[src/design/fcdpll_pkg.sv]
// shared types, widths and constants for the flux cell dpll
package fcdpll_pkg;

    // field and register widths
    localparam int PERIOD_W   = 24;
    localparam int GAIN_W     = 16;
    localparam int FLUX_W     = 16;
    localparam int INDEX_W    = 32;
    localparam int CFG_IDX_W  = 8;
    localparam int CFG_DATA_W = 32;

    // register indexes on the configuration port
    localparam logic [CFG_IDX_W-1:0] REG_NOMINAL_PERIOD = CFG_IDX_W'(0);
    localparam logic [CFG_IDX_W-1:0] REG_LOOP_GAIN      = CFG_IDX_W'(1);

    // reset values of the registers
    localparam logic [PERIOD_W-1:0] NOMINAL_RESET = PERIOD_W'(20480);
    localparam logic [GAIN_W-1:0]   GAIN_RESET    = GAIN_W'(3277);

    // default parameter values
    localparam int MAX_CELLS_DEF = 32;
    localparam int FRAC_BITS_DEF = 8;

    // item function codes
    localparam logic FUNC_DECODE = 1'b0;
    localparam logic FUNC_RELOCK = 1'b1;

    // divide by five: (x * RECIP5) >> RECIP5_SHIFT is exact for any 32-bit x
    localparam int               MUL_W        = 32;
    localparam logic [MUL_W-1:0] RECIP5       = 32'hCCCC_CCCD;
    localparam int               RECIP5_SHIFT = 34;

    // round half up before dropping the gain fraction
    localparam logic [PERIOD_W+GAIN_W:0] ADJ_ROUND = (PERIOD_W+GAIN_W+1)'(1) << (GAIN_W - 1);

    // largest period value
    localparam logic [PERIOD_W-1:0] PERIOD_MAX = '1;

    typedef struct packed {
        logic              func;
        logic [FLUX_W-1:0] flux_samples;
    } fcdpll_in_t;

    typedef struct packed {
        logic               bit_value;
        logic               last_cell;
        logic [INDEX_W-1:0] cell_index;
        logic               truncated;
    } fcdpll_out_t;

endpackage

[src/design/flux_cell_dpll.sv]
// flux cell dpll top level: sequencer, walk datapath and shared multiplier
//
// Data separator for floppy flux streams. Each input word is a flux interval in
// whole samples (func 0) or a re-lock (func 1). The block walks the interval
// across cell boundaries one boundary per clock and sends one result word per
// cell; the final cell of an interval carries last_cell, and truncated when
// the MAX_CELLS cap cut the walk. After the walk the period is corrected by
// phase * loop_gain and clamped to 0.8 .. 1.2 of nominal, using one shared
// 32x32 multiplier for the phase product and both bounds. A flux word keeps the
// input side busy until its check, walk and period update are done; a re-lock
// leaves it idle. The walk advances only when the output register is free, so
// a stalled result side holds the walk up. The output register lets the last
// cell wait while the next word is taken. Configuration writes are always
// accepted and must only be issued while the block is idle.
module flux_cell_dpll
    import fcdpll_pkg::*;
#(
    parameter int MAX_CELLS = MAX_CELLS_DEF,
    parameter int FRAC_BITS = FRAC_BITS_DEF
) (
    input  logic                  aclk,
    input  logic                  aresetn,
    // input words
    input  logic                  s_valid,
    output logic                  s_ready,
    input  fcdpll_in_t            s_data,
    // result words
    output logic                  m_valid,
    input  logic                  m_ready,
    output fcdpll_out_t           m_data,
    // configuration writes
    input  logic                  cfg_valid,
    output logic                  cfg_ready,
    input  logic [CFG_IDX_W-1:0]  cfg_index,
    input  logic [CFG_DATA_W-1:0] cfg_data
);

    localparam int REM_W = FLUX_W + FRAC_BITS;
    localparam int CMP_W = ((REM_W > PERIOD_W) ? REM_W : PERIOD_W) + 2;
    localparam int NC_W  = $clog2(MAX_CELLS + 1);
    localparam int P_W   = PERIOD_W + 2;
    localparam int ADJ_W = PERIOD_W + GAIN_W + 1;

    typedef enum logic [2:0] {
        S_IDLE,
        S_CHECK,
        S_WALK,
        S_ADJ,
        S_LO,
        S_HI,
        S_APPLY
    } state_t;

    state_t                state_reg;
    logic [PERIOD_W-1:0]   nominal_reg;
    logic [GAIN_W-1:0]     gain_reg;
    logic [PERIOD_W-1:0]   cell_phase_reg;
    logic [PERIOD_W-1:0]   cell_period_reg;
    logic [INDEX_W-1:0]    cell_counter_reg;
    logic [REM_W-1:0]      rem_reg;
    logic [NC_W-1:0]       nc_reg;
    logic [2*MUL_W-1:0]    prod_reg;
    logic [P_W-1:0]        p_reg;
    logic [PERIOD_W-1:0]   lo_reg;
    logic                  m_valid_reg;
    fcdpll_out_t           m_data_reg;

    // walk datapath
    logic [PERIOD_W-1:0]   tb;
    logic [PERIOD_W-1:0]   tb0;
    logic [REM_W-1:0]      rem_next;
    logic                  half_now;
    logic                  reach_now;
    logic                  half_next;
    logic                  reach_next;
    logic                  quarter_next;
    logic                  more_cells;
    logic                  capped;
    logic                  walk_last;
    logic [PERIOD_W-1:0]   phase_fin;
    logic                  out_free;
    logic                  emit;

    // period update datapath
    logic [MUL_W-1:0]      mul_a;
    logic [MUL_W-1:0]      mul_b;
    logic [2*MUL_W-1:0]    prod_next;
    logic [ADJ_W-1:0]      adj_sum;
    logic [P_W-1:0]        p_next;
    logic [PERIOD_W:0]     hi_raw;
    logic [PERIOD_W-1:0]   hi_val;
    logic [PERIOD_W-1:0]   period_next;

    // time to the next boundary, saturating when the phase is past the period
    always_comb begin
        tb  = (cell_phase_reg < cell_period_reg) ? cell_period_reg - cell_phase_reg : '0;
        tb0 = cell_period_reg;
        rem_next = rem_reg - REM_W'(tb);
        half_now     = (CMP_W'(rem_reg) << 1) >= CMP_W'(cell_period_reg);
        reach_now    = CMP_W'(rem_reg) >= CMP_W'(tb);
        half_next    = (CMP_W'(rem_next) << 1) >= CMP_W'(cell_period_reg);
        reach_next   = CMP_W'(rem_next) >= CMP_W'(tb0);
        quarter_next = (CMP_W'(rem_next) << 2) < CMP_W'(cell_period_reg);
        more_cells   = half_next && reach_next;
        capped       = (nc_reg == NC_W'(MAX_CELLS - 1));
        walk_last    = !more_cells || capped;
        phase_fin    = (half_next && !reach_next) ? PERIOD_W'(rem_next) : '0;
        out_free     = !m_valid_reg || m_ready;
        emit         = (state_reg == S_WALK) && out_free;
    end

    // shared multiplier operands
    always_comb begin
        unique case (state_reg)
            S_ADJ: begin
                mul_a = MUL_W'(cell_phase_reg);
                mul_b = MUL_W'(gain_reg);
            end
            S_LO: begin
                mul_a = MUL_W'({nominal_reg, 2'b00});
                mul_b = RECIP5;
            end
            S_HI: begin
                mul_a = MUL_W'({nominal_reg, 2'b00}) + MUL_W'({nominal_reg, 1'b0});
                mul_b = RECIP5;
            end
            default: begin
                mul_a = '0;
                mul_b = '0;
            end
        endcase
        prod_next = {{MUL_W{1'b0}}, mul_a} * {{MUL_W{1'b0}}, mul_b};
    end

    // period correction and clamp
    always_comb begin
        adj_sum = ADJ_W'(prod_reg[PERIOD_W+GAIN_W-1:0]) + ADJ_ROUND;
        p_next  = P_W'(cell_period_reg) + P_W'(adj_sum[ADJ_W-1:GAIN_W]);
        hi_raw  = prod_reg[RECIP5_SHIFT +: PERIOD_W+1];
        hi_val  = (hi_raw > (PERIOD_W+1)'(PERIOD_MAX)) ? PERIOD_MAX : hi_raw[PERIOD_W-1:0];
        priority if (p_reg < P_W'(lo_reg)) begin
            period_next = lo_reg;
        end else if (p_reg > P_W'(hi_val)) begin
            period_next = hi_val;
        end else begin
            period_next = p_reg[PERIOD_W-1:0];
        end
    end

    // sequencer, loop state and output register
    always_ff @(posedge aclk) begin
        if (!aresetn) begin
            state_reg        <= S_IDLE;
            m_valid_reg      <= 1'b0;
            nominal_reg      <= NOMINAL_RESET;
            gain_reg         <= GAIN_RESET;
            cell_phase_reg   <= '0;
            cell_period_reg  <= NOMINAL_RESET;
            cell_counter_reg <= '0;
        end else begin
            // configuration writes
            if (cfg_valid && cfg_ready) begin
                unique case (cfg_index)
                    REG_NOMINAL_PERIOD: nominal_reg <= cfg_data[PERIOD_W-1:0];
                    REG_LOOP_GAIN:      gain_reg    <= cfg_data[GAIN_W-1:0];
                    default: ;
                endcase
            end

            // result word valid: load a new cell or drop the accepted one
            if (emit) begin
                m_valid_reg <= 1'b1;
            end else if (m_ready) begin
                m_valid_reg <= 1'b0;
            end

            unique case (state_reg)
                S_IDLE: begin
                    if (s_valid) begin
                        if (s_data.func == FUNC_RELOCK) begin
                            cell_phase_reg   <= '0;
                            cell_period_reg  <= nominal_reg;
                            cell_counter_reg <= '0;
                        end else begin
                            rem_reg   <= REM_W'(s_data.flux_samples) << FRAC_BITS;
                            nc_reg    <= '0;
                            state_reg <= S_CHECK;
                        end
                    end
                end
                // first boundary: cross it, fold the interval into the phase, or drop it when under half a period
                S_CHECK: begin
                    if (half_now && reach_now) begin
                        state_reg <= S_WALK;
                    end else begin
                        if (half_now) begin
                            cell_phase_reg <= cell_phase_reg + PERIOD_W'(rem_reg);
                        end
                        state_reg <= S_IDLE;
                    end
                end
                // one boundary per cycle while the output register is free
                S_WALK: begin
                    if (out_free) begin
                        m_data_reg.bit_value  <= quarter_next;
                        m_data_reg.last_cell  <= walk_last;
                        m_data_reg.cell_index <= cell_counter_reg;
                        m_data_reg.truncated  <= more_cells && capped;
                        cell_counter_reg      <= cell_counter_reg + INDEX_W'(1);
                        nc_reg                <= nc_reg + NC_W'(1);
                        rem_reg               <= rem_next;
                        if (walk_last) begin
                            cell_phase_reg <= phase_fin;
                            state_reg      <= S_ADJ;
                        end else begin
                            cell_phase_reg <= '0;
                        end
                    end
                end
                // phase times gain
                S_ADJ: begin
                    prod_reg  <= prod_next;
                    state_reg <= S_LO;
                end
                // corrected period, low bound product
                S_LO: begin
                    p_reg     <= p_next;
                    prod_reg  <= prod_next;
                    state_reg <= S_HI;
                end
                // low bound, high bound product
                S_HI: begin
                    lo_reg    <= prod_reg[RECIP5_SHIFT +: PERIOD_W];
                    prod_reg  <= prod_next;
                    state_reg <= S_APPLY;
                end
                S_APPLY: begin
                    cell_period_reg <= period_next;
                    state_reg       <= S_IDLE;
                end
                default: state_reg <= S_IDLE;
            endcase
        end
    end

    assign s_ready   = (state_reg == S_IDLE);
    assign cfg_ready = 1'b1;
    assign m_valid   = m_valid_reg;
    assign m_data    = m_data_reg;

endmodule

[config.mk]
export PLATFORM = sky130hd
export DESIGN_NAME = flux_cell_dpll
export DESIGN_NICKNAME = d
export VERILOG_FILES = /design/src/design/fcdpll_pkg.sv /design/src/design/flux_cell_dpll.sv
export SDC_FILE = /design/constraint.sdc
export NUM_CORES = 2
export LEC_CHECK = 0
export BUFFER_PORTS_ARGS = -buffer_cell sky130_fd_sc_hd__buf_4
export CELL_PAD_IN_SITES_DETAIL_PLACEMENT = 0
export CELL_PAD_IN_SITES_GLOBAL_PLACEMENT = 2
export CORE_MARGIN = 2
export CORE_UTILIZATION = 25
export CTS_BUF_LIST = sky130_fd_sc_hd__clkbuf_8
export CTS_CLUSTER_SIZE = 20
export DETAILED_ROUTE_END_ITERATION = 7
export GPL_ROUTABILITY_DRIVEN = 0
export PLACE_DENSITY = 0.66
export SKIP_CTS_REPAIR_TIMING = 1
export SLEW_MARGIN = 20
export SYNTH_ARGS = -nofsm -noshare
export SYNTH_HDL_FRONTEND = slang
export SYNTH_SLANG_ARGS = --single-unit
[constraint.sdc]
create_clock -name aclk -period 9.35 [get_ports aclk]
set_input_delay 2.805 -clock aclk [delete_from_list [all_inputs] [get_ports aclk]]
set_output_delay 2.805 -clock aclk [all_outputs]
set_load 0.01 [all_outputs]
* After elaboration in Yosys (flattened, before gate mapping)
Cells that the tools add are included. Widths: inputs -> output; s select.
Storage, ports and cells: output and inout port bits 38, bits in latches 0, memories 0, register bits 298, word-level logic and storage cells 115, memory bits (writable) 0, ROM bits 0
Cells by class: multiplexer cells 37, eq/ne operators 15, $lt $le $gt $ge 9, $mul 1, div/mod/pow operators 0, shifts and indexed selects 0, bitwise logic cells 0, $add $sub $neg 8, reductions and logical operators 29
Operators by type and width (count):
- $mux 24 | 16
- $pmux 32 s2 | 2
- $mux 32 | 3
- $pmux 24 s2 | 2
- $pmux 27 s3 | 1
- $pmux 24 s3 | 1
- $mul 27x32->59 | 1
- $lt 26x24->1 | 2
- $ge 25x24->1 | 2
- $ge 24x24->1 | 2
- $sub 24x24->24 | 2
- $add 40x16->41 const B | 1
- $add 32x1->32 const B | 1
- $add 26x25->27 | 1
- $add 24x25->26 | 1
- $gt 26x24->1 | 1
- $gt 25x24->1 const B | 1
- $add 24x24->24 | 1
- $lt 24x24->1 | 1
- $mux 6 | 3
- $pmux 3 s6 | 1
- $mux 3 | 4
- $ne 2x2->1 const B | 6
- $pmux 6 s2 | 1
- 23 further kinds | 42

* Logic depth before layout (Yosys ltp)
depth after elaboration 10, depth in mapped cells 40

* Worst setup path after synthesis
OpenSTA, ideal clock, no wires.
kind reg-to-reg, start reg nominal_reg[1], end reg prod_reg[51], data pin, arrival 8.886 ns, clock period less this slack 9.145 ns, cell stages (with the launch flop) 37, path slack 0.205 ns, cells stage by stage dfxtp_1 -> ha_1 -> inv_1 -> fa_1 -> nor2b_1 -> o21ai_0 -> a21boi_1 -> o31ai_1 -> a21o_1 -> o21ai_1 -> nand3_1 -> a31oi_1 -> a21o_1 -> clkbuf_1 -> nand2_1 -> fa_1 -> inv_1 -> fa_1 -> fa_1 -> fa_1 -> fa_1 -> fa_1 -> inv_1 -> fa_1 -> inv_1 -> ha_1 -> clkbuf_1 -> nand2_1 -> o21ai_1 -> o211ai_1 -> a31oi_1 -> a2bb2oi_1 -> nand2_1 -> o41a_2 -> o21ai_1 -> a21oi_1 -> xnor2_1
Between the ends: longest elaborated chain between the ends 3
RTL lines:
- from (decl) | RTL line flux_cell_dpll.sv:55 | logic [PERIOD_W-1:0] nominal_reg;
- from (signal assigned) | RTL line flux_cell_dpll.sv:164 | REG_NOMINAL_PERIOD: nominal_reg <= cfg_data[PERIOD_W-1:0];
- $add 26x25->27 | RTL line flux_cell_dpll.sv:124 | mul_a = MUL_W'({nominal_reg, 2'b00}) + MUL_W'({nominal_reg, 1'b0});
- $pmux 27 s3 (*) | RTL line flux_cell_dpll.sv:114 | unique case (state_reg)
- $mul 27x32->59 (*) | RTL line flux_cell_dpll.sv:132 | prod_next = {{MUL_W{1'b0}}, mul_a} * {{MUL_W{1'b0}}, mul_b};
- named net prod_next[51] | RTL line flux_cell_dpll.sv:87 | logic [2*MUL_W-1:0] prod_next;
- to (signal assigned) | RTL line flux_cell_dpll.sv:222 | prod_reg <= prod_next;
- to (signal assigned) | RTL line flux_cell_dpll.sv:228 | prod_reg <= prod_next;
- to (signal assigned) | RTL line flux_cell_dpll.sv:234 | prod_reg <= prod_next;
- to (decl) | RTL line flux_cell_dpll.sv:62 | logic [2*MUL_W-1:0] prod_reg;
The timed path passes the listed nets; every way through them passes the cells marked *. A chain may end at the register's enable or synchronous reset.

* Worst setup path in the final report
start reg nominal_reg[1], end reg prod_reg[54], data pin
Same word-level chain as after synthesis.

==> metrics.txt <==
number of DRC markers in iteration 0=around 1700; Post-synth ARST share=0%; setup TNS=0 ps; Max-slew headroom=approximately a quarter; die width=402 um; top cells by count, synth=748 x inv_1, 505 x fa_1, 497 x ha_1; Die Area=162000 um2; Area Growth Syn to Fin=22.5%; core box area=~160000 um2; Clock Sinks=around 280; Finished Cell Area=48600 um2; Layout Nets=5901; clock skew=33.0 ps; LEAKAGE=23.5 nW; max-slew violation count=0; Post-Place Setup Slack=-766 ps; worst min path class=reg -> reg; vias in the first global route=between 30000 and 40000; Hold WS=445 ps; arrival time of the worst setup path=9680 ps; status=completed; Post-synth EDFFs=159; largest family of logic cells by synthesized area=adder cells; Port Buffers=90; Post-Layout Cell Count=6952; DR vias=about 32000; # H-tree levels=2; VDD IR-drop max=105 uV; Routed WL per cell=20.3 um; CTS clk-pin slew, worst paths=60 ps; initial antenna violation count=10; Clk Latency, worst-skew pair=around 670 ps; critical-path maximum fanout=5; top-count cell post-synth=inv_1; #FFs+latches synth=between 200 and 300; xor and xnor fraction of the mapped netlist area=4.22%; Ys Warns=0; multiplexer share of the synthesized area=between 1.5 and 2%; most used cell, CP=buf_4; top_reg_cell synth=edfxtp_1; Yosys cell types=86; fin crit share=99.4%; Simple-Gate Fraction of Synth Area=13.9%; clk root buf=clkbuf_8; Pre-Repair DR Iteration Count=5; CP max stage cell=fa_2; Cell Rows=146; CP endpoint kind=flip-flop; FF/Latch Area=roughly 7300 um2; Startpoint Class=flip-flop; Max Clock Freq=0.108 GHz; Final Util=30.8%; final setup fails=0; TritonCTS Buffers=48; post-route minimum period=between 9000 and 10000 ps; Mapped Cells=4321; synthesized area per cell=roughly 9.2 um2; DR vias/cell=roughly 4.6; Seq/Total Area, Yosys=18.3%; largest net degree at the start of global routing=77; WL final=141 mm; Final Total Pwr=roughly 5.3 mW; endpoints failing hold=0; gr ovfl total=0; area of the multi-input gates=30400 um2; first-pass GRT wire length=210 mm; share of the synthesized area in the top cell type=between 20% and 30%; IO Count=100; worst path required time=9740 ps; RSZ-0062 raised after global routing=yes; Pwr Density=approximately 110 nW/um2; slowest cell delay on critical path=about 580 ps; DP HPWL=121 mm; Area contributors post-synth=fa_1 25%, ha_1 16%, edfxtp_1 12%, inv_1 7.1%, dfxtp_1 6.3%; adder-cell share of the synthesized area=between 40% and 50%; Antenna Nets Post-Route=0; complex-gate fraction of the synthesized area=12.2%; DP Area=46000 um2; Post-Syn Area=39700 um2; share of cells above drive strength 1=18.6%; actual slew at the worst max-slew pin=1120 ps; clk buf depth=3; Initial Util=25.1%; PnR worst setup slack=60.5 ps; number of flip-flops in the largest register=44; Cells after DPL=a little under 7000; DRC Markers=0; fillers=~17000; CTS tree=yes; number of max-cap violations=0; crit path kind=reg -> reg; die height=402 um; post-synth top area cell=fa_1; GRT Total Usage=17.2%
[path summary, 6_finish.rpt]
check	startpoint	endpoint	slack (ps)	cells after the start
worst max-delay path	nominal_reg[1]	prod_reg[54]	60	39
worst min-delay path	prod_reg[46]	lo_reg[12]	450	0
worst max register to register	nominal_reg[1]	prod_reg[54]	60	39
worst min register to register	prod_reg[46]	lo_reg[12]	450	0
[where the power goes]
group | internal, mW | leakage [nW] | switching, mW | total, mW
clock | 0.700 | 0.580 | 0.594 | 1.29
sequential | 1.36 | 2.54 | 0.0562 | 1.41
combinational | 1.04 | 20.4 | 1.52 | 2.56
[metal layers]
| layer | vias up | routed length (um) | global-route usage [%] |
|---|---|---|---|
| met5 | - | 13 | 0 |
| met4 | 2 | 4270 | 4.53 |
| met3 | 138 | 5960 | 2.10 |
| met2 | 635 | 65000 | 28.0 |
| met1 | 16000 | 65600 | 24.1 |
| li1 | 15400 | - | - |
[critical path: cells and delay by family, from the launching register on]
family | cells | cell delay, ps
buf+inv | 12 | 1490
fa+ha+maj | 9 | 3930
xor+xnor | 2 | 210
compound gates | 12 | 2530
simple gates | 4 | 460
flops | 1 | 370
[layout make-up]
cell class	count	area share [%]
Timing Repair Buffer	568	9.18
Sequential cell	283	15.0
Clock inverter	37	0.733
Antenna cell	3	0.0154
Tap cell	2072	5.33
Inverter	748	5.77
Clock buffer	53	1.50
Multi-Input combinational cell	3188	62.5
[cells in the final DEF (no fill, tap or decap), drive strengths merged, types with 24 or more instances in the layout]
cell type  Yosys  routed
xor2          69      69
o21ai        118     118
nand3         65      65
xnor2        122     122
mux2i         53      53
and3          43      43
nor2b         72      72
edfxtp       159     159
o221ai        28      28
fa           505     505
nor2         288     288
a221oi        27      27
a21oi        183     183
inv          748     762
a31oi         24      24
clkbuf       108      53
dfxtp        124     124
o21a          37      37
a211oi        30      30
conb           2      26
nand2b        33      33
nand2        452     452
buf           18     568
a21o         118     118
nor3          35      35
and2          57      57
nand4         47      47
ha           497     497
[logic make-up (layout without fill, tap and decap cells)]
logic type                 after synthesis  in the layout
muxes                                   75             75
DFF                                    283            283
and+or+nand+nor                       1179           1179
AOI/OAI and AO/OA                      715            715
xor gates and xnor gates               191            191
buffers and inverters                  874           1406
other                                    2             29
adders and majority gates             1002           1002
No activity file was read; power rests on OpenSTA's default activity.
